--- src/hw/rtl/hrtm_pkg.sv ---
// ----------------------------------------------------------------------------
// hrtm_pkg
// Types, constants and the popcount helper shared by the Hamming ratio-test
// matcher.
// ----------------------------------------------------------------------------
package hrtm_pkg;

  localparam int DESC_W    = 64;
  localparam int FEAT_W    = 11;
  localparam int FEAT_SPAN = 2048;
  localparam int TAG_W     = 16;
  localparam int DIST_W    = 9;
  localparam int CNT_W     = 12;
  localparam int CFG_W     = 9;
  localparam int CFG_IDX_W = 1;
  localparam int Q_DEPTH   = 4;
  localparam int Q_AW      = 2;

  localparam logic [DIST_W-1:0]    DIST_NONE  = 9'd256;
  localparam logic [CNT_W-1:0]     CNT_MAX    = 12'd4095;
  localparam logic [CFG_W-1:0]     THRESH_RST = 9'd50;
  localparam logic [CFG_W-1:0]     RATIO_RST  = 9'd154;
  localparam logic [CFG_IDX_W-1:0] REG_MATCH_THRESHOLD = 1'b0;
  localparam logic [CFG_IDX_W-1:0] REG_NN_RATIO        = 1'b1;

  typedef enum logic [1:0] {
    CMD_CLEAR = 2'd0,
    CMD_BEGIN = 2'd1,
    CMD_CAND  = 2'd2,
    CMD_MARK  = 2'd3
  } cmd_t;

  typedef struct packed {
    cmd_t              cmd;
    logic [FEAT_W-1:0] feat;
    logic              last;
    logic [DIST_W-1:0] ham_dist;
    logic [TAG_W-1:0]  tag;
  } qent_t;

  typedef struct packed {
    logic push;
    logic pop;
  } qctl_t;

  typedef struct packed {
    logic full;
    logic empty;
  } qsts_t;

  function automatic logic [6:0] popcnt64(input logic [DESC_W-1:0] v);
    logic [DESC_W-1:0] a;
    logic [DESC_W-1:0] b;
    logic [DESC_W-1:0] c;
    logic [6:0]        s;
    a = v - ((v >> 1) & 64'h5555_5555_5555_5555);
    b = (a & 64'h3333_3333_3333_3333) + ((a >> 2) & 64'h3333_3333_3333_3333);
    c = (b + (b >> 4)) & 64'h0F0F_0F0F_0F0F_0F0F;
    s = '0;
    for (int i = 0; i < 8; i++) begin
      s = s + 7'(c[8*i +: 8]);
    end
    return s;
  endfunction

endpackage

--- src/hw/rtl/hrtm_queue.sv ---
// ----------------------------------------------------------------------------
// hrtm_queue
// Short FIFO between the distance front and the matching back.
// ----------------------------------------------------------------------------
module hrtm_queue (
  input  logic            clk,
  input  logic            rst_n,
  input  hrtm_pkg::qctl_t q_ctl,
  input  hrtm_pkg::qent_t q_wdata,
  output hrtm_pkg::qsts_t q_sts,
  output hrtm_pkg::qent_t q_head
);
  import hrtm_pkg::*;

  qent_t             fifo_r [Q_DEPTH];
  logic [Q_AW-1:0]   wr_ptr_r;
  logic [Q_AW-1:0]   rd_ptr_r;
  logic [Q_AW:0]     count_r;
  logic [Q_AW:0]     count_nxt;
  logic              do_push;
  logic              do_pop;

  assign q_sts.full  = (count_r == (Q_AW+1)'(Q_DEPTH));
  assign q_sts.empty = (count_r == '0);
  assign q_head      = fifo_r[rd_ptr_r];
  assign do_push     = q_ctl.push && !q_sts.full;
  assign do_pop      = q_ctl.pop && !q_sts.empty;

  always_comb begin
    count_nxt = count_r;
    if (do_push && !do_pop) begin
      count_nxt = count_r + 1'b1;
    end else if (do_pop && !do_push) begin
      count_nxt = count_r - 1'b1;
    end
  end

  always_ff @(posedge clk) begin
    if (!rst_n) begin
      wr_ptr_r <= '0;
      rd_ptr_r <= '0;
      count_r  <= '0;
    end else begin
      count_r <= count_nxt;
      if (do_push) begin
        wr_ptr_r <= wr_ptr_r + 1'b1;
      end
      if (do_pop) begin
        rd_ptr_r <= rd_ptr_r + 1'b1;
      end
    end
  end

  always_ff @(posedge clk) begin
    if (do_push) begin
      fifo_r[wr_ptr_r] <= q_wdata;
    end
  end

endmodule

--- config.mk ---
export PLATFORM = sky130hd
export DESIGN_NAME = hrtm_queue
export DESIGN_NICKNAME = d
export VERILOG_FILES = /design/src/hw/rtl/hrtm_pkg.sv /design/src/hw/rtl/hrtm_queue.sv
export SDC_FILE = /design/constraint.sdc
export NUM_CORES = 1
export LEC_CHECK = 0
export ABC_AREA = 1
export BUFFER_PORTS_ARGS = -buffer_cell sky130_fd_sc_hd__buf_2
export CORE_ASPECT_RATIO = 0.6
export CORE_UTILIZATION = 50
export DETAILED_ROUTE_END_ITERATION = 8
export PLACE_DENSITY = 0.71
export SETUP_SLACK_MARGIN = 0.5
export SLEW_MARGIN = 20
export SYNTH_ARGS = -nofsm -noshare
export SYNTH_HDL_FRONTEND = slang
export SYNTH_SLANG_ARGS = --single-unit
--- constraint.sdc ---
create_clock -name clk -period 3.04 [get_ports clk]
set_input_delay 0.456 -clock clk [delete_from_list [all_inputs] [get_ports clk]]
set_output_delay 0.456 -clock clk [all_outputs]
set_load 0.005 [all_outputs]
==> results.md <==
* H-tree depth at 4
* Post-CTS setup buffer count at 0
* Ys async rst share at 0
* Fin. Hold Viols at 0
* Router iterations before antenna repair at 5
* R2R setup slack at 0.89 ns
* I/O Pins at between 80 and 90
* Vias in the first global route at ~3800
* Critical path class: reg2out
* Maximum clock rate at 425.9 MHz
* Dpl cells at around 680
* Synthesized area at ~6300 um^2
* Via count at roughly 3800
* Gr ovfl total at 0
* Uppermost layer routed: met5
* Critical Path Source Type: register
* Worst Hold Class: in2reg
* Number of fill cells at around 900
* Area of the multi-input gates at roughly 1200 um^2
* Minimum clock period at about 2.3 ns
* Post-synth EDFFs at 156
* Post-Layout Cell Count at just over 700
* Vias per std cell at ~5.3
* Crit path max fanout at 78
* Die ar. at roughly 13000 um^2
* Pwr Total at roughly 0.0064 W
* Synth unique cells at 22
* Total GRT Usage at 0.2085
* Avg Cell Area, Syn at 14.01 um^2
* Hpwl dp at about 7000 um
* Tightest Pin Transition at 0.7013 ns
* CP delay by family, top: buffers and inverters
* Reg area at 4868 um^2
* Starting Density at 0.5169
* First-pass GRT wire length at 19890 um
* Peak VDD IR at around 0.64 mV
* Largest net degree at the start of global routing at 79
* Number of diodes at 0
* CTS Buf Count at 17
* Place WS at 0.8775 ns
* Worst setup margin at between 0.6 and 0.7 ns
* Fin nets at ~580
* Crit path buf inv count at 2
* Post-Route Setup TNS at 0 ns
* Total of max-cap violations at 0
* Post-Synthesis Net Count at 497
* CORE AREA at roughly 12000 um^2
* Max-slew violations at 0
* Skew final at about 0.0064 ns
* GPL Wtd Cong at about 0.75
* Slew headroom at 0.5318
* # setup viols final at 0
* Worst path slowest cell: dfxtp_4
* CTS tree: built
* Kind of end point of the critical path: output pin
* # DRC at 0
* Met2 WL at between 5000 and 6000 um
* Pwr Density at ~870 nW/um^2
* Layout Utilization at 0.6135
* Routed wire length on met3 at between 1000 and 1500 um
* Initial antenna violation count at 1
* Ys flop type: edfxtp_1
* Static Leak at about 2.7 nW
* Die Y at roughly 89 um
* Synth warnings at 0
* P&R area growth vs syn at 18.70%
* RSZ-0062 raised after global routing: false
* ANT nets after route at 0
* Period Utilization, post-route at 0.7724
* Site Rows at 31
* Clk Latency, worst-skew pair at between 0.4 and 0.5 ns
* Arrival time at the worst endpoint at 1.89 ns
* Met1 Routed Length at 5663 um
* FF+latch count, synth at approximately 170
* Max clock buf depth at 2
* Starting DRT DRC Count at approximately 380
* Sequential share of the synthesized area at 0.7753
* Status: finished clean
* Total Wirelength at between 10000 and 15000 um
* CP max stage delay at approximately 0.43 ns
* CTS Sinks at ~170
* Die W at approximately 150 um
* Wirelength per Cell at ~17 um
* Share of post-route cells with drive strength above 1 at 0.2330
* CTS clock-pin slew for the worst setup and hold paths at around 0.06 ns
* Crit-path cells: inv_6 -> o21ai_0 -> o22ai_1 -> buf_2
* Clock root buffer: clkbuf_16
* CP Data Required Time at about 2.6 ns
* Post-Syn Instances at between 400 and 500
* IO buf count at 83
==> per-layer routing <==
metal  up-vias  global-route usage
li1       1818                   -
met1      1813              0.2832
met2       142              0.3287
met3        16             0.05876
met4         2             0.07197
met5         -                   0
==> flip-flops by register name, summed over array words and instances (netlist names), named ones only <==
signal    cells
wr_ptr_r      2
rd_ptr_r      2
fifo_r      156
count_r       3
==> kinds of logic after synthesis <==
logic type	after synthesis	synth area share
buffers and inverters	43	0.03749
AOI/OAI and AO/OA	121	0.1043
DFF	165	0.7753
xor gates and xnor gates	1	0.001396
adders and majority gates	6	0.01316
and+or+nand+nor	112	0.06839
==> layout make-up <==
class                   count  share of cell area
clock buffers              18             0.05762
clock inverters            14             0.02671
inverters                  18            0.009743
multi-input cells         240              0.1618
flip-flops and latches    165              0.6536
well taps                 165             0.02772
repair buffers             90             0.06283
==> what timing repair did <==
action	in CTS	in global routing
gates resized for setup	1	1
pin swaps	0	0
setup endpoints to repair	2	17
hold buffers	0	0
==> worst reg2reg max path, cell delays in order (launching register included) <==
cell and delay [ns]:
dfxtp_1 0.34, nor2_1 0.14, nand2_1 0.12, nand2_1 0.35, inv_1 0.14, ha_1 0.24, inv_1 0.08, fa_1 0.42
o21ai_0 0.17, nor2_1 0.06
==> synth_stat cells, types with 2 or more instances <==
master / n / share of area
clkbuf_4: 2 / 0.0024
clkbuf_1: 4 / 0.0024
nand2_1: 15 / 0.0090
ha_1: 5 / 0.010
nand3_1: 4 / 0.0032
buf_6: 6 / 0.011
a21oi_1: 3 / 0.0024
inv_1: 16 / 0.0096
o21ai_1: 2 / 0.0016
o21ai_0: 77 / 0.061
buf_2: 9 / 0.0072
clkbuf_2: 3 / 0.0024
edfxtp_1: 156 / 0.75
dfxtp_1: 9 / 0.029
o22ai_1: 39 / 0.039
nor2_1: 92 / 0.055
==> metrics by stage <==
stage               cell area [um^2]  hold WS [ns]
finish                          7448        0.2538
floorplan                       6275        0.4648
global route                    7448        0.2439
detailed placement              6815        0.5082
global placement                6815        0.4844
CTS                             7446        0.2358
==> cells in the final DEF (no fill, tap or decap) <==
cell type / instances
nand3b_1: 1
buf_4: 7
dfxtp_4: 1
clkinv_4: 2
edfxtp_1: 156
buf_2: 83
clkbuf_16: 17
o21ai_1: 2
nor2_1: 88
bufinv_16: 4
nor2_4: 4
clkinv_1: 1
xor2_1: 1
nand3_1: 4
inv_6: 5
clkinvlp_4: 3
clkbuf_1: 1
ha_1: 5
o21ai_0: 77
nand2_1: 15
inv_1: 16
a21oi_1: 3
inv_2: 1
fa_1: 1
dfxtp_1: 8
o22ai_1: 39
==> power by group <==
group | internal [W] | total [W] | switching (W)
sequential | 0.00277 | 0.00287 | 0.000102
clock | 0.00138 | 0.00224 | 0.000859
combinational | 0.000472 | 0.00133 | 0.000860
==> worst paths after layout <==
path	end	depth (start not counted)	from
setup reg to reg	count_r[1]	9	count_r[1]
hold / removal	fifo_r[2][17]	1	q_wdata[17]
hold reg to reg	rd_ptr_r[0]	2	rd_ptr_r[0]
setup / recovery	q_head[35]	4	register
Note: power is estimated with default switching activity, not from simulation.
