`src/hw/rtl/hrtm_pkg.sv`:
```
// ----------------------------------------------------------------------------
// hrtm_pkg
// Types, constants and the popcount helper shared by the Hamming ratio-test
// matcher.
// ----------------------------------------------------------------------------
package hrtm_pkg;

  localparam int DESC_W    = 64;
  localparam int FEAT_W    = 11;
  localparam int FEAT_SPAN = 2048;
  localparam int TAG_W     = 16;
  localparam int DIST_W    = 9;
  localparam int CNT_W     = 12;
  localparam int CFG_W     = 9;
  localparam int CFG_IDX_W = 1;
  localparam int Q_DEPTH   = 4;
  localparam int Q_AW      = 2;

  localparam logic [DIST_W-1:0]    DIST_NONE  = 9'd256;
  localparam logic [CNT_W-1:0]     CNT_MAX    = 12'd4095;
  localparam logic [CFG_W-1:0]     THRESH_RST = 9'd50;
  localparam logic [CFG_W-1:0]     RATIO_RST  = 9'd154;
  localparam logic [CFG_IDX_W-1:0] REG_MATCH_THRESHOLD = 1'b0;
  localparam logic [CFG_IDX_W-1:0] REG_NN_RATIO        = 1'b1;

  typedef enum logic [1:0] {
    CMD_CLEAR = 2'd0,
    CMD_BEGIN = 2'd1,
    CMD_CAND  = 2'd2,
    CMD_MARK  = 2'd3
  } cmd_t;

  typedef struct packed {
    cmd_t              cmd;
    logic [FEAT_W-1:0] feat;
    logic              last;
    logic [DIST_W-1:0] ham_dist;
    logic [TAG_W-1:0]  tag;
  } qent_t;

  typedef struct packed {
    logic push;
    logic pop;
  } qctl_t;

  typedef struct packed {
    logic full;
    logic empty;
  } qsts_t;

  function automatic logic [6:0] popcnt64(input logic [DESC_W-1:0] v);
    logic [DESC_W-1:0] a;
    logic [DESC_W-1:0] b;
    logic [DESC_W-1:0] c;
    logic [6:0]        s;
    a = v - ((v >> 1) & 64'h5555_5555_5555_5555);
    b = (a & 64'h3333_3333_3333_3333) + ((a >> 2) & 64'h3333_3333_3333_3333);
    c = (b + (b >> 4)) & 64'h0F0F_0F0F_0F0F_0F0F;
    s = '0;
    for (int i = 0; i < 8; i++) begin
      s = s + 7'(c[8*i +: 8]);
    end
    return s;
  endfunction

endpackage

```
`src/hw/rtl/hrtm_front.sv`:
```
// ----------------------------------------------------------------------------
// hrtm_front
// Accepts items, holds the query descriptor and takes the Hamming distance
// of every item against it before queueing.
// ----------------------------------------------------------------------------
module hrtm_front (
  input  logic                         clk,
  input  logic                         rst_n,
  input  logic                         in_valid,
  output logic                         in_stall,
  input  logic [1:0]                   in_command,
  input  logic [hrtm_pkg::DESC_W-1:0]  in_desc_w0,
  input  logic [hrtm_pkg::DESC_W-1:0]  in_desc_w1,
  input  logic [hrtm_pkg::DESC_W-1:0]  in_desc_w2,
  input  logic [hrtm_pkg::DESC_W-1:0]  in_desc_w3,
  input  logic [hrtm_pkg::FEAT_W-1:0]  in_feature_index,
  input  logic [hrtm_pkg::TAG_W-1:0]   in_query_tag,
  input  logic                         in_is_last,
  input  hrtm_pkg::qsts_t              q_sts,
  input  logic                         map_busy,
  output logic                         q_push,
  output hrtm_pkg::qent_t              q_wdata
);
  import hrtm_pkg::*;

  logic [DESC_W-1:0] query_r [4];
  logic              accept;
  logic [DIST_W-1:0] ham_dist;

  assign in_stall = q_sts.full || map_busy;
  assign accept   = in_valid && !in_stall;

  assign ham_dist = 9'(popcnt64(query_r[0] ^ in_desc_w0))
                  + 9'(popcnt64(query_r[1] ^ in_desc_w1))
                  + 9'(popcnt64(query_r[2] ^ in_desc_w2))
                  + 9'(popcnt64(query_r[3] ^ in_desc_w3));

  assign q_push           = accept;
  assign q_wdata.cmd      = cmd_t'(in_command);
  assign q_wdata.feat     = in_feature_index;
  assign q_wdata.last     = in_is_last;
  assign q_wdata.ham_dist = ham_dist;
  assign q_wdata.tag      = in_query_tag;

  always_ff @(posedge clk) begin
    if (!rst_n) begin
      for (int w = 0; w < 4; w++) begin
        query_r[w] <= '0;
      end
    end else if (accept && cmd_t'(in_command) == CMD_BEGIN) begin
      query_r[0] <= in_desc_w0;
      query_r[1] <= in_desc_w1;
      query_r[2] <= in_desc_w2;
      query_r[3] <= in_desc_w3;
    end
  end

endmodule

```
`config.mk`:
```
export PLATFORM = sky130hd
export DESIGN_NAME = hrtm_front
export DESIGN_NICKNAME = d
export VERILOG_FILES = /design/src/hw/rtl/hrtm_pkg.sv /design/src/hw/rtl/hrtm_front.sv
export SDC_FILE = /design/constraint.sdc
export NUM_CORES = 1
export LEC_CHECK = 0
export ABC_AREA = 1
export BUFFER_PORTS_ARGS = -buffer_cell sky130_fd_sc_hd__buf_2
export CORE_MARGIN = 10
export CORE_UTILIZATION = 46
export CTS_CLUSTER_SIZE = 12
export DETAILED_ROUTE_END_ITERATION = 8
export GPL_TIMING_DRIVEN = 0
export PLACE_DENSITY = 0.62
export SLEW_MARGIN = 20
export SYNTH_ARGS = -nofsm -noshare
export SYNTH_HDL_FRONTEND = slang
export SYNTH_SLANG_ARGS = --single-unit
```
`constraint.sdc`:
```
create_clock -name clk -period 41.1 [get_ports clk]
set_clock_uncertainty 0.15 [all_clocks]
set_input_delay 10.275 -clock clk [delete_from_list [all_inputs] [get_ports clk]]
set_output_delay 10.275 -clock clk [all_outputs]
set_load 0.01 [all_outputs]
```
==> results of run 1 <==
## through the flow
stage	area, um^2	cells	hold slack, ps	util (%)
global placement	46270	8069	10440	49.65
CTS	47460	8137	9794	50.93
global route	47460	8137	9841	50.93
finish	47470	8138	9845	50.94
detailed placement	46420	8074	10450	49.81
floorplan	43190	6512	10330	-
## cell type report
class	instances	area, um^2	share of cell area [%]
multi-input cells	4507	28810	60.68
flip-flops and latches	256	7687	16.20
inverters	1688	6337	13.35
repair buffers	308	1654	3.485
well taps	1254	1569	3.305
clock buffers	39	890.9	1.877
plain buffers	61	374.1	0.7881
clock inverters	24	146.4	0.3084
diodes	1	2.502	0.005272
## cell families after synthesis
logic type | share of synthesized area [%]
flops | 17.80
compound gates | 4.737
buf+inv | 15.53
simple gates | 30.27
xor+xnor | 7.228
fa+ha+maj | 24.43
## layer usage
| layer | wire length (um) | global-route usage, % | part of all wire, % | vias up |
|---|---|---|---|---|
| met5 | 13 | 0 | 0.010 | - |
| met1 | 60290 | 32.74 | 47 | 16998 |
| met4 | 2426 | 4.943 | 1.9 | 2 |
| met3 | 7269 | 3.583 | 5.7 | 112 |
| met2 | 57000 | 38.62 | 45 | 798 |
| li1 | - | - | - | 20044 |
## synthesized netlist by cell type (13+ instances only)
cell | n | area [um^2]
edfxtp_1 | 256 | 7687
nand3_1 | 293 | 1466
nand3_2 | 13 | 130.1
a21oi_2 | 17 | 148.9
o21bai_1 | 24 | 180.2
nand2_2 | 93 | 581.8
o21ai_0 | 64 | 320.3
xor2_1 | 202 | 1769
nor2_4 | 15 | 168.9
nor2_1 | 595 | 2233
buf_4 | 30 | 225.2
nor2_2 | 74 | 462.9
fa_1 | 219 | 4384
ha_1 | 493 | 6168
nand4_1 | 29 | 181.4
or2_1 | 17 | 106.4
a31oi_1 | 13 | 81.33
nand2_1 | 1882 | 7064
xnor2_2 | 13 | 211.5
nor3_1 | 33 | 165.2
inv_1 | 1571 | 5897
xnor2_1 | 121 | 1060
buf_2 | 24 | 120.1
nand2_4 | 18 | 202.7
inv_2 | 105 | 394.1
a21oi_1 | 181 | 905.9
## path summary, 6_finish.rpt
kind | from | end | slack (ps) | cells after the start
worst min-delay path | in_desc_w3[25] | query_r[0][217] | 9850 | 3
worst max-delay path | in_desc_w0[49] | q_wdata[24] | 10610 | 42
==> impl_metrics.tcl, run 1 <==
set metrics [dict create \
    num_vias 37954 \
    slowest_stage "fa_1" \
    ys.warnings.count 0 \
    io_buffers 303 \
    slowest_delay_ps 590 \
    finalSetupViolCount 0 \
    synth_edf_count 256 \
    worstSetupEndpointType "output port" \
    period_share_pct 74.19 \
    gp_congestion 0.9654 \
    grt_max_degree 54 \
    critPathTopFamily "adder cells" \
    crit_fanout 4 \
    drt-initial-drc-count 2243 \
    fin_crit_ps 30490 \
    fmax_ghz 0.03279 \
    mostFrequentLayoutCells "1,881 x nand2_1, 1,571 x inv_1, 595 x nor2_1, 493 x ha_1, 327 x buf_2" \
    status "complete, no violations" \
    grtUsageTotal_pct 23.61 \
    setup_tns_ps 0 \
    top_regs "query_r: 256 flops" \
    postCtsSetupBuffers 0 \
    async_flop_share_pct 0 \
    yosys_most_used_dff "edfxtp_1" \
    synth_seq_cells 256 \
    vias_per_cell 4.664 \
    drt_wl_total_mm 127.0 \
    die_h_um 326.4 \
    rsz0062_at_grt "false" \
    core_um2 93190 \
    slew-limit-headroom_pct 33.59 \
    arrival_ps 20070 \
    min_path_type "in -> reg" \
    hold_violations 0 \
    layout-drive-gt1-share_pct 11.49 \
    setup_slack_ps 10610 \
    maxCapViolCount 0 \
    critPathRequiredTime_ps 30680 \
    htreeDepth 2 \
    syn_inst 6512 \
    row_count 112 \
    dp_hpwl_mm 112.5 \
    drv_slew 0 \
    nNetsFinal 7861 \
    wl_per_cell_um 15.61 \
    critPathLaunchType "input port" \
    ys_seq_area_share_pct 17.80 \
    final_common_cell "nand2_1" \
    cts-buffers-inserted 35 \
    area_growth_pct 9.908 \
    fillCellCount 9678 \
    critPathMostFrequentCell "fa_1" \
    largest_reg_flops 256 \
    initial_core_util_pct 46.34 \
    synth_nets 7516 \
    ant_nets 0 \
    path_class "in -> out" \
    root_buffer "clkbuf_16" \
    antenna_found_initial 4 \
    tritoncts "built" \
    cts.sink_count 256 \
    top_register "query_r" \
    die_area_um2 106500 \
    ios 333 \
    syn_area_per_cell_um2 6.632 \
    grt.overflow.total 0 \
    die_x_um 326.4 \
    drt_first_pass_iters 7 \
    synth.distinct_cells 55 \
    grt_pass1_wl_mm 200.2 \
    dp_slack_ps 10640 \
    cts_resized 0 \
    drc 0 \
    synthesis.area_um2 43190 \
    critPathBufInv 12 \
    clkTransAtPathRegs_ps 60 \
    clk_path_buf_depth 3 \
    grt_pass1_vias 36904 \
    worst_pin_slew_ps 996.2 \
    holdBufCountCts 0 \
]
Power of run 1 is not shown: default switching activity piles up to over one toggle a cycle in this logic, so the estimate is an artifact.
==> run 2, diff against run 1 <==
--- a/config.mk
+++ b/config.mk
@@ -5,14 +5,14 @@
 export SDC_FILE = /design/constraint.sdc
 export NUM_CORES = 1
 export LEC_CHECK = 0
-export ABC_AREA = 1
+export ABC_AREA = 0
 export BUFFER_PORTS_ARGS = -buffer_cell sky130_fd_sc_hd__buf_2
 export CORE_MARGIN = 10
 export CORE_UTILIZATION = 46
 export CTS_CLUSTER_SIZE = 12
 export DETAILED_ROUTE_END_ITERATION = 8
 export GPL_TIMING_DRIVEN = 0
-export PLACE_DENSITY = 0.62
+export PLACE_DENSITY = 0.65
 export SLEW_MARGIN = 20
 export SYNTH_ARGS = -nofsm -noshare
 export SYNTH_HDL_FRONTEND = slang
==> constraint.sdc (replaced) <==
create_clock -name clk -period 25.3 [get_ports clk]
set_clock_uncertainty 0.15 [all_clocks]
set_input_delay 6.325 -clock clk [delete_from_list [all_inputs] [get_ports clk]]
set_output_delay 6.325 -clock clk [all_outputs]
set_load 0.01 [all_outputs]
==> run 2 against run 1 <==
- hold slack worse by 4000 ps
- synthesized cell count is 45% lower
- flip-flop and latch count stayed put
- global-route usage is 5.0 points lower
- synthesized area is 21% lower
- count of clock-buffer cells in the layout is 5 lower
- cell count is 39% lower
- die area is 20% lower
- critical endpoint unchanged
==> impl_metrics.tcl, run 2 <==
set metrics [dict create \
    status "complete, no violations" \
    root_buffer "clkbuf_16" \
    synth.top_cells.by_count "523 x inv_1, 493 x ha_1, 273 x and2_1" \
    row_count 99 \
    syn_area_per_cell_um2 9.516 \
    maxCapViolCount 0 \
    crit_path_start "in_desc_w1[5]" \
    critPathRequiredTime_ps 18830 \
    synthTopCellsByArea "edfxtp_1 22%, ha_1 18%, fa_1 13%" \
    async_flop_share_pct 0 \
    fillCellCount 6913 \
    layout-drive-gt1-share_pct 11.18 \
    die_x_um 292.7 \
    whs_path_depth 2 \
    cp_num_cells 41 \
    fmax_ghz 0.04143 \
    synth_nets 4600 \
    nNetsFinal 4941 \
    worstSetupEndpointType "output port" \
    worst_pin_slew_ps 940.7 \
    initial_core_util_pct 46.66 \
    arrival_ps 17660 \
    syn_inst 3596 \
    drc 0 \
    drt_first_pass_iters 8 \
    rsz0062_at_grt "false" \
    critPathTopFamily "adder cells" \
    postCtsSetupBuffers 0 \
    synth.distinct_cells 84 \
    holdCritStartpoint "in_desc_w2[45]" \
    dp_slack_ps 1350 \
    wl_per_cell_um 16.40 \
    final_common_cell "inv_1" \
    vias_per_cell 5.115 \
    grt_max_degree 54 \
    drt_wl_total_mm 80.80 \
    synthesis.area_um2 34220 \
    hold_violations 0 \
    cts_resized 0 \
    synth_edf_count 256 \
    die_h_um 292.7 \
    regArea_um2 7687 \
    yosysTopAreaCell "edfxtp_1" \
    critPathMostFrequentCell "fa_1" \
    setup_tns_ps 0 \
    slowest_stage "fa_1" \
    gp_congestion 0.9049 \
    tritoncts "built" \
    synth_most_common_cell "inv_1" \
    clk_path_buf_depth 3 \
    synth_seq_cells 256 \
    synth_top_area_share_pct 22.47 \
    num_vias 25207 \
    ys.warnings.count 0 \
    critPathLaunchType "input port" \
    yosys_most_used_dff "edfxtp_1" \
    grtUsageTotal_pct 18.61 \
    grt.overflow.total 0 \
    dp_hpwl_mm 68.87 \
    mostFrequentLayoutCells "523 x inv_1, 493 x ha_1, 303 x buf_2, 273 x and2_1, 268 x xor2_1" \
    ios 333 \
    cts.sink_count 256 \
    slowest_delay_ps 540 \
    holdBufCountCts 0 \
    core_um2 73330 \
    period_share_pct 95.40 \
    drv_slew 0 \
    crit_fanout 5 \
    top_register "query_r" \
    grt_pass1_vias 26014 \
    drt-initial-drc-count 1151 \
    path_class "in -> out" \
    cts-buffers-inserted 31 \
    ys_seq_area_share_pct 22.47 \
    die_area_um2 85700 \
    critPathBufInv 9 \
    ant_nets 0 \
    min_path_type "in -> reg" \
    multi_input_area_um2 24190 \
    area_growth_pct 11.15 \
    largest_reg_flops 256 \
    setup_slack_ps 1164 \
    top_regs "query_r: 256 flops" \
    antenna_found_initial 16 \
    htreeDepth 1 \
    fin_crit_ps 24140 \
    clkTransAtPathRegs_ps 60 \
    finalSetupViolCount 0 \
    grt_pass1_wl_mm 132.5 \
    io_buffers 303 \
    slew-limit-headroom_pct 37.29 \
]
run 2: cell types whose count changed in the layout (fill, tap and decap cells not counted), moves of 74 or more:
cell	delta
and2_1	+271
inv_1	-1048
inv_2	-99
nand2_1	-1697
nand2_2	-93
nand3_1	-231
nor2_1	-462
nor2_2	-74
xnor2_1	+123
run 2: cell families (layout without fill, tap and decap cells):
family	Yosys count	after routing	share of synthesized area [%]
and+or+nand+nor	840	840	12.90
DFF	256	256	22.47
adders and majority gates	712	712	30.84
other	0	7	0
xor gates and xnor gates	526	526	13.87
muxes	5	5	0.1463
buffers and inverters	593	959	6.856
AOI/OAI and AO/OA	664	664	12.93
run 2: path summary, 6_finish.rpt:
path	to	slack [ps]
min	query_r[0][173]	5860
max	q_wdata[24]	1160
run 2: cell type report:
type	count	area share, %
multi-input cells	2747	63.61
clock inverters	24	0.4079
clock buffers	34	2.069
well taps	959	3.155
inverters	531	5.240
diodes	7	0.04606
plain buffers	62	0.9310
flip-flops and latches	256	20.21
repair buffers	308	4.329
run 2: metal layers:
layer	up-vias	part of all wire, %	GRT usage (%)
met5	-	0.14	0
met4	16	1.5	3.093
met3	86	5.2	2.996
met2	489	47	31.66
met1	11774	46	24.95
li1	12842	-	-
run 2: stage by stage:
stage	cell area, um^2	util [%]	instances	hold WS (ps)
after global placement	36940	50.37	4858	6478
final	38030	51.87	4928	5864
after floorplan	34220	-	3596	6373
after CTS	38020	51.84	4921	5819
after global routing	38020	51.85	4922	5844
after detailed placement	37070	50.56	4863	6482
Power of run 2 is left out for the same reason.
