<file path="config.mk">
export PLATFORM = sky130hd
export DESIGN_NAME = hrtm_back
export DESIGN_NICKNAME = d
export VERILOG_FILES = /design/src/hw/rtl/hrtm_pkg.sv /design/src/hw/rtl/hrtm_back.sv
export SDC_FILE = /design/constraint.sdc
export NUM_CORES = 2
export LEC_CHECK = 0
export BUFFER_PORTS_ARGS = -buffer_cell sky130_fd_sc_hd__buf_2
export CAP_MARGIN = 25
export CORE_MARGIN = 3
export CORE_UTILIZATION = 30
export DETAILED_ROUTE_END_ITERATION = 16
export GPL_ROUTABILITY_DRIVEN = 0
export PLACE_DENSITY = 0.51
export SYNTH_ARGS = -nofsm -noshare
export SYNTH_HDL_FRONTEND = slang
export SYNTH_SLANG_ARGS = --single-unit
</file>
<file path="constraint.sdc">
create_clock -name clk -period 214 [get_ports clk]
set_clock_uncertainty 0.15 [all_clocks]
set_input_delay 42.8 -clock clk [delete_from_list [all_inputs] [get_ports clk]]
set_output_delay 42.8 -clock clk [all_outputs]
set_load 0.02 [all_outputs]
</file>
<file path="src/hw/rtl/hrtm_pkg.sv">
// ----------------------------------------------------------------------------
// hrtm_pkg
// Types, constants and the popcount helper shared by the Hamming ratio-test
// matcher.
// ----------------------------------------------------------------------------
package hrtm_pkg;

  localparam int DESC_W    = 64;
  localparam int FEAT_W    = 11;
  localparam int FEAT_SPAN = 2048;
  localparam int TAG_W     = 16;
  localparam int DIST_W    = 9;
  localparam int CNT_W     = 12;
  localparam int CFG_W     = 9;
  localparam int CFG_IDX_W = 1;
  localparam int Q_DEPTH   = 4;
  localparam int Q_AW      = 2;

  localparam logic [DIST_W-1:0]    DIST_NONE  = 9'd256;
  localparam logic [CNT_W-1:0]     CNT_MAX    = 12'd4095;
  localparam logic [CFG_W-1:0]     THRESH_RST = 9'd50;
  localparam logic [CFG_W-1:0]     RATIO_RST  = 9'd154;
  localparam logic [CFG_IDX_W-1:0] REG_MATCH_THRESHOLD = 1'b0;
  localparam logic [CFG_IDX_W-1:0] REG_NN_RATIO        = 1'b1;

  typedef enum logic [1:0] {
    CMD_CLEAR = 2'd0,
    CMD_BEGIN = 2'd1,
    CMD_CAND  = 2'd2,
    CMD_MARK  = 2'd3
  } cmd_t;

  typedef struct packed {
    cmd_t              cmd;
    logic [FEAT_W-1:0] feat;
    logic              last;
    logic [DIST_W-1:0] ham_dist;
    logic [TAG_W-1:0]  tag;
  } qent_t;

  typedef struct packed {
    logic push;
    logic pop;
  } qctl_t;

  typedef struct packed {
    logic full;
    logic empty;
  } qsts_t;

  function automatic logic [6:0] popcnt64(input logic [DESC_W-1:0] v);
    logic [DESC_W-1:0] a;
    logic [DESC_W-1:0] b;
    logic [DESC_W-1:0] c;
    logic [6:0]        s;
    a = v - ((v >> 1) & 64'h5555_5555_5555_5555);
    b = (a & 64'h3333_3333_3333_3333) + ((a >> 2) & 64'h3333_3333_3333_3333);
    c = (b + (b >> 4)) & 64'h0F0F_0F0F_0F0F_0F0F;
    s = '0;
    for (int i = 0; i < 8; i++) begin
      s = s + 7'(c[8*i +: 8]);
    end
    return s;
  endfunction

endpackage

</file>
<file path="src/hw/rtl/hrtm_back.sv">
// ----------------------------------------------------------------------------
// hrtm_back
// Tracks best and second-best distance, holds the matched-feature map,
// applies the threshold and ratio tests and drives the result register.
// ----------------------------------------------------------------------------
module hrtm_back #(
  parameter int MAX_FEATURES = 2048
) (
  input  logic                        clk,
  input  logic                        rst_n,
  input  hrtm_pkg::qent_t             q_head,
  input  hrtm_pkg::qsts_t             q_sts,
  output logic                        q_pop,
  output logic                        map_busy,
  input  logic [hrtm_pkg::CFG_W-1:0]  match_threshold,
  input  logic [hrtm_pkg::CFG_W-1:0]  nn_ratio,
  output logic                        out_valid,
  input  logic                        out_stall,
  output logic [hrtm_pkg::TAG_W-1:0]  out_result_tag,
  output logic                        out_match_found,
  output logic [hrtm_pkg::FEAT_W-1:0] out_match_feature,
  output logic [hrtm_pkg::DIST_W-1:0] out_nearest_distance,
  output logic [hrtm_pkg::DIST_W-1:0] out_second_distance,
  output logic                        out_second_present,
  output logic [hrtm_pkg::CNT_W-1:0]  out_frame_match_count
);
  import hrtm_pkg::*;

  localparam int MAP_DEPTH = (MAX_FEATURES < FEAT_SPAN) ? MAX_FEATURES : FEAT_SPAN;
  localparam int AW        = $clog2(MAP_DEPTH);
  localparam logic [FEAT_W:0] MAP_LIMIT = (FEAT_W+1)'(MAP_DEPTH);
  localparam logic [AW-1:0]   CLR_LAST  = AW'(MAP_DEPTH - 1);

  logic              map_mem_r [MAP_DEPTH];
  logic              clr_active_r;
  logic [AW-1:0]     clr_addr_r;

  logic              p_valid_r;
  qent_t             p_ent_r;
  logic              p_mapbit_r;
  logic              p_hit_r;

  logic [DIST_W-1:0] best_r,  best_nxt;
  logic [DIST_W-1:0] second_r, second_nxt;
  logic              has_best_r, has_best_nxt;
  logic              has_second_r, has_second_nxt;
  logic [FEAT_W-1:0] best_feat_r, best_feat_nxt;
  logic              best_marked_r, best_marked_nxt;
  logic [TAG_W-1:0]  tag_r, tag_nxt;
  logic [CNT_W-1:0]  count_r, count_nxt;

  logic              out_valid_r;
  logic              out_valid_nxt;
  logic [TAG_W-1:0]  out_tag_r;
  logic              out_found_r;
  logic [FEAT_W-1:0] out_feat_r;
  logic [DIST_W-1:0] out_best_r;
  logic [DIST_W-1:0] out_second_r;
  logic              out_has_second_r;
  logic [CNT_W-1:0]  out_count_r;

  logic              feat_ok;
  logic              cand_skip;
  logic              take_best;
  logic              close;
  logic              found;
  logic              clr_start;
  logic              wr_en;
  logic [AW-1:0]     wr_addr;
  logic              p_advance;
  logic              out_free;
  logic [AW-1:0]     rd_addr;
  logic [2*CFG_W-1:0] ratio_prod;
  logic [2*CFG_W-1:0] best_scaled;

  assign feat_ok   = ({1'b0, p_ent_r.feat} < MAP_LIMIT);
  assign cand_skip = !feat_ok || p_mapbit_r || p_hit_r;
  assign take_best = !has_best_r || (p_ent_r.ham_dist < best_r);

  always_comb begin
    best_nxt        = best_r;
    second_nxt      = second_r;
    has_best_nxt    = has_best_r;
    has_second_nxt  = has_second_r;
    best_feat_nxt   = best_feat_r;
    best_marked_nxt = best_marked_r;
    tag_nxt         = tag_r;
    count_nxt       = count_r;
    wr_en           = 1'b0;
    wr_addr         = p_ent_r.feat[AW-1:0];
    close           = 1'b0;
    clr_start       = 1'b0;
    if (p_valid_r) begin
      unique case (p_ent_r.cmd)
        CMD_CLEAR: begin
          count_nxt       = '0;
          best_marked_nxt = 1'b0;
          clr_start       = 1'b1;
        end
        CMD_MARK: begin
          if (feat_ok) begin
            wr_en = 1'b1;
            if (p_ent_r.feat == best_feat_r) begin
              best_marked_nxt = 1'b1;
            end
          end
        end
        CMD_BEGIN: begin
          tag_nxt         = p_ent_r.tag;
          best_nxt        = DIST_NONE;
          second_nxt      = DIST_NONE;
          has_best_nxt    = 1'b0;
          has_second_nxt  = 1'b0;
          best_feat_nxt   = '0;
          best_marked_nxt = 1'b0;
          close           = p_ent_r.last;
        end
        CMD_CAND: begin
          if (!cand_skip) begin
            if (take_best) begin
              if (has_best_r) begin
                second_nxt     = best_r;
                has_second_nxt = 1'b1;
              end
              best_nxt        = p_ent_r.ham_dist;
              has_best_nxt    = 1'b1;
              best_feat_nxt   = p_ent_r.feat;
              best_marked_nxt = 1'b0;
            end else if (!has_second_r || p_ent_r.ham_dist < second_r) begin
              second_nxt     = p_ent_r.ham_dist;
              has_second_nxt = 1'b1;
            end
          end
          close = p_ent_r.last;
        end
        default: ;
      endcase
    end
    ratio_prod  = {9'b0, nn_ratio} * {9'b0, second_nxt};
    best_scaled = {1'b0, best_nxt, 8'h00};
    found = has_best_nxt && (best_nxt <= match_threshold)
         && (!has_second_nxt || (best_scaled < ratio_prod));
    if (close && found && !best_marked_nxt) begin
      wr_en   = 1'b1;
      wr_addr = best_feat_nxt[AW-1:0];
      if (count_r != CNT_MAX) begin
        count_nxt = count_r + 1'b1;
      end
    end
  end

  assign out_free  = !out_valid_r || !out_stall;
  assign p_advance = p_valid_r && (!close || out_free);
  assign rd_addr   = q_head.feat[AW-1:0];
  assign q_pop     = !q_sts.empty && !clr_active_r
                  && !(p_valid_r && p_ent_r.cmd == CMD_CLEAR)
                  && (!p_valid_r || p_advance);
  assign map_busy  = clr_active_r;

  assign out_valid_nxt = (p_advance && close) ? 1'b1 : (out_stall ? out_valid_r : 1'b0);

  always_ff @(posedge clk) begin
    if (!rst_n) begin
      clr_active_r  <= 1'b1;
      clr_addr_r    <= '0;
      p_valid_r     <= 1'b0;
      p_hit_r       <= 1'b0;
      best_r        <= DIST_NONE;
      second_r      <= DIST_NONE;
      has_best_r    <= 1'b0;
      has_second_r  <= 1'b0;
      best_feat_r   <= '0;
      best_marked_r <= 1'b0;
      tag_r         <= '0;
      count_r       <= '0;
      out_valid_r   <= 1'b0;
    end else begin
      out_valid_r <= out_valid_nxt;
      if (clr_active_r) begin
        clr_addr_r <= clr_addr_r + 1'b1;
        if (clr_addr_r == CLR_LAST) begin
          clr_active_r <= 1'b0;
        end
      end else if (p_advance && clr_start) begin
        clr_active_r <= 1'b1;
        clr_addr_r   <= '0;
      end
      if (q_pop) begin
        p_valid_r <= 1'b1;
        p_hit_r   <= p_advance && wr_en && (wr_addr == rd_addr);
      end else if (p_advance) begin
        p_valid_r <= 1'b0;
      end
      if (p_advance) begin
        tag_r     <= tag_nxt;
        count_r   <= count_nxt;
        if (close) begin
          best_r        <= DIST_NONE;
          second_r      <= DIST_NONE;
          has_best_r    <= 1'b0;
          has_second_r  <= 1'b0;
          best_feat_r   <= '0;
          best_marked_r <= 1'b0;
        end else begin
          best_r        <= best_nxt;
          second_r      <= second_nxt;
          has_best_r    <= has_best_nxt;
          has_second_r  <= has_second_nxt;
          best_feat_r   <= best_feat_nxt;
          best_marked_r <= best_marked_nxt;
        end
      end
    end
  end

  always_ff @(posedge clk) begin
    if (q_pop) begin
      p_ent_r <= q_head;
    end
    if (p_advance && close) begin
      out_tag_r        <= tag_nxt;
      out_found_r      <= found;
      out_feat_r       <= best_feat_nxt;
      out_best_r       <= best_nxt;
      out_second_r     <= second_nxt;
      out_has_second_r <= has_second_nxt;
      out_count_r      <= count_nxt;
    end
  end

  always_ff @(posedge clk) begin
    if (clr_active_r) begin
      map_mem_r[clr_addr_r] <= 1'b0;
    end else if (p_advance && wr_en) begin
      map_mem_r[wr_addr] <= 1'b1;
    end
    if (q_pop) begin
      p_mapbit_r <= map_mem_r[rd_addr];
    end
  end

  assign out_valid             = out_valid_r;
  assign out_result_tag        = out_tag_r;
  assign out_match_found       = out_found_r;
  assign out_match_feature     = out_feat_r;
  assign out_nearest_distance  = out_best_r;
  assign out_second_distance   = out_second_r;
  assign out_second_present    = out_has_second_r;
  assign out_frame_match_count = out_count_r;

  a_no_map_write_in_clear: assert property (@(posedge clk) disable iff (!rst_n)
    clr_active_r |-> !(p_advance && wr_en))
    else $error("map written during clearing pass");

  a_second_needs_best: assert property (@(posedge clk) disable iff (!rst_n)
    has_second_r |-> (has_best_r && best_r <= second_r))
    else $error("second best present without a better best");

  a_count_monotonic: assert property (@(posedge clk) disable iff (!rst_n)
    !(p_advance && p_ent_r.cmd == CMD_CLEAR) |=> count_r >= $past(count_r))
    else $error("match count dropped without a frame clear");

  a_no_pop_behind_clear: assert property (@(posedge clk) disable iff (!rst_n)
    (p_valid_r && p_ent_r.cmd == CMD_CLEAR) |=> !p_valid_r && clr_active_r)
    else $error("item followed a frame clear before the clearing pass");

endmodule

</file>
==> PnR_summary.wiki <==
{| class="wikitable"
! Metric !! Value
|-
| Post-CTS resize count || 0
|-
| Hold buffer count at cts || 0
|-
| Total length of routed wires || 308,000 um
|-
| Post-layout instance area || 116,000 um2
|-
| Via-to-Cell Ratio || 5.55
|-
| Width of the die || 593 um
|-
| Commonest cells after routing, fill and taps aside || sky130_fd_sc_hd__edfxtp_1 (2,147), sky130_fd_sc_hd__nor3_1 (1,952), sky130_fd_sc_hd__mux2i_1 (359)
|-
| Critical path's largest stage delay || 340 ps
|-
| Sequence of cells on the critical path || buf_2, nand2_1, nor2_1, nor2b_4, buf_2
|-
| End of the worst register-to-register path || map_mem_r[562]$_DFFE_PP_
|-
| Slew Limit Headroom || 2.87%
|-
| Syn Inst Count || 7,634
|-
| Most frequent standard cell in the layout excluding fill and tap cells || sky130_fd_sc_hd__edfxtp_1
|-
| Count of flip-flops with a built-in enable after synthesis || 2,147
|-
| Min Clock Period, post-route || 86,640 ps
|-
| Number of buffers inserted by post-CTS setup repair || 0
|-
| Worst-case register-to-register setup slack || 200,850 ps
|-
| Routed via count || 66,700
|-
| Number of setup violations in the final report || 0
|-
| DRT antenna net count || 0
|-
| Initial core utilization || 30.3%
|-
| Antenna violations before repair || 10
|-
| Max-cap viol count || 0
|-
| Router iterations before antenna repair || 6
|-
| CP most frequent cell || sky130_fd_sc_hd__buf_2
|-
| Depth of the CTS H-tree || 4
|-
| Cell type with the largest total area after synthesis || sky130_fd_sc_hd__edfxtp_1
|-
| # port buffers || 122
|-
| Post-route setup TNS || 0 ps
|-
| Clock buffer count from CTS || 235
|-
| Die area || 352,000 um2
|-
| Number of placement rows || 214
|-
| Initial drt markers || 6,907
|-
| Post-synthesis register bit count || 2,222
|-
| Async S/R FF share, synth || 0%
|-
| CTS clk-pin slew, worst paths || 60 ps
|-
| Proportion of netlist area held by the largest area contributor || 62.3%
|-
| Number of ports placed on the die boundary || 124
|-
| Growth of design area from synthesis to finish || 12.4%
|-
| Wire length of the first global-routing pass || 452,000 um
|-
| Max Transition Viols Final || 0
|-
| Maximum number of pins on one net before global-route repair || 293
|-
| Launching element type of the critical path || input port
|-
| Leading cell types by total area after synthesis || sky130_fd_sc_hd__edfxtp_1 (62%), sky130_fd_sc_hd__nor3_1 (9.4%), sky130_fd_sc_hd__mux4_2 (7.8%)
|-
| Yosys Warn Count || 0
|-
| Net total in the final layout || 7,479
|-
| Filler cells || 33,200
|-
| Fraction of the yosys area taken by sequential cells || 63.8%
|-
| Ratio of cells with drive above 1 in the final layout || 15.4%
|-
| Peak fanout along the critical path || 4
|-
| Number of clock sinks || 2,222
|-
| Vias in the first global route || 66,500
|-
| Number of cells on the worst hold path || 2
|-
| Die Ht || 593 um
|-
| Placed cell area || 108,000 um2
|-
| Result of the run || finished, final reports clean
|-
| Clock insertion delay at the later pin of the skew report || 920 ps
|-
| Unrepaired setup endpoints after global routing || no
|-
| Endpoint with the worst hold slack || tag_r[2]$_SDFFE_PN0P_
|-
| Number of nets produced by synthesis || 7,825
|-
| Crit. End Element || output pin
|-
| Maximum clock frequency || 11.5 MHz
|-
| Distinct cells, synth || 76
|-
| Depth of the worst register-to-register path || 40
|-
| Hold Path Origin || tag_r[2]$_SDFFE_PN0P_
|-
| Area of the core || 341,000 um2
|-
| Leftover overflow at the end of global routing || 0
|-
| Worst-path cell with the longest stage delay || sky130_fd_sc_hd__nor2_1
|-
| Startpoint of the most critical register-to-register path || p_ent_r[18]$_DFFE_PP_
|-
| Syn Area/Cell || 13.5 um2
|-
| Detail-routed net length per standard cell || 25.7 um
|-
| Smallest hold slack || 302 ps
|-
| Worst VDD drop || 0.00000658 V
|-
| Clock tree from TritonCTS || built
|-
| DRC violation count after routing || 0
|-
| Critical path class || in2out
|-
| Final cycle utilization of the critical path || 40.5%
|-
| Transition time at the pin with the least slew margin || 1460 ps
|-
| Max Root-Sink Buffers || 3
|-
| Power Density || 7.86 nW/um2
|-
| Required time reported for the critical path endpoint || 171,050 ps
|-
| Leakage Power || 34.8 nW
|-
| CP arrival || 43,690 ps
|-
| Primary FF master, synth || sky130_fd_sc_hd__edfxtp_1
|-
| Detailed Place HPWL || 167,000 um
|-
| Number of hold violations in the final report || 0
|-
| Buffer cell driving the clock tree root || sky130_fd_sc_hd__clkbuf_16
|-
| Type of the worst min-delay path || reg2reg
|-
| Cell Area, Synth || 103,000 um2
|-
| GRT Overall Usage || 17.1%
|-
| Launch point of the worst path || out_stall
|}
## worst max path at each step
stage / end / slack, ps / depth (start not counted)
floorplan: map_mem_r[0]$_DFFE_PP_ / 100030 / 29
global placement: q_pop / 127350 / 5
detailed placement: q_pop / 127360 / 5
CTS: q_pop / 127350 / 5
global route: q_pop / 127280 / 5
finish: q_pop / 127370 / 5
## kinds of logic (layout without fill, tap and decap cells)
kind of cell             after synthesis  in the layout  share of synthesized area, %
AO/OA/AOI/OAI                        717            717                          4.99
XOR/XNOR                              43             43                         0.364
adder cells (fa/ha/maj)              129            129                          1.92
buffers and inverters               1063            912                          4.18
flip-flops                          2222           2222                          63.8
multiplexers                         733            733                          11.4
other                                  0              3                             0
AND/OR/NAND/NOR                     2727           2727                          13.3
## routing by layer
metal	vias up	GRT usage, %	wire length, um
met2	2299	28.6	148000
met3	401	2.77	21100
met4	2	4.45	7560
met5	-	0	8
met1	34900	23.1	131000
li1	29200	-	-
## sequential cells by signal (all words and copies together), names as in the netlist, 9 cells and up
name / flops
count_r: 12
best_r: 9
best_feat_r: 11
out_nearest_distance: 9
map_mem_r: 2048
clr_addr_r: 11
second_r: 9
tag_r: 16
out_result_tag: 16
out_match_feature: 11
out_frame_match_count: 12
p_ent_r: 39
out_second_distance: 9
## final cells by class
cell class | instances | area (um2) | share of cell area (%)
clock buffer | 281 | 6070 | 5.22
inverter | 138 | 518 | 0.446
clock inverter | 151 | 1590 | 1.37
sequential | 2222 | 66000 | 56.7
timing repair buffer | 342 | 2690 | 2.31
multi-input combinational | 4349 | 33700 | 29.0
tap | 4536 | 5680 | 4.88
antenna | 3 | 7.51 | 0.00646
## critical path, delay by kind of cell
kind	cells	cell delay, ps
buffers and inverters	2	300
and+or+nand+nor	3	590
## where the power goes
part	switching [W]	internal, W
clock	0.000178	0.000228
combinational	0.0000245	0.0000129
sequential	0.000000151	0.000470
total	0.000202	0.000711
## through the flow
| stage | power [W] | instances | util [%] | setup slack [ps] |
|---|---|---|---|---|
| after floorplan | 0.000501 | 7634 | - | 100030 |
| after global placement | 0.000516 | 11600 | 31.7 | 127350 |
| after detailed placement | 0.000517 | 11600 | 31.7 | 127360 |
| after CTS | 0.000921 | 12000 | 33.9 | 127350 |
| after global routing | 0.000940 | 12000 | 34.1 | 127280 |
| final | 0.000913 | 12000 | 34.1 | 127370 |
## synth_stat cells, drive strengths merged, types with 15 or more instances
cell type	count
fa	50
mux4	358
mux2	16
a211oi	19
nand4	30
clkbuf	558
and3	18
nor2	125
xnor2	22
buf	367
o211ai	17
inv	138
a31oi	36
a22oi	183
ha	79
nor4	126
mux2i	359
o21ai	74
edfxtp	2147
a21oi	114
a22o	48
a221oi	89
xor2	21
nand2b	17
nor2b	22
nand2	251
dfxtp	75
nand3	92
o221ai	15
o22ai	34
and2	45
nor3	1952
No activity file was read; power rests on OpenSTA's default activity.
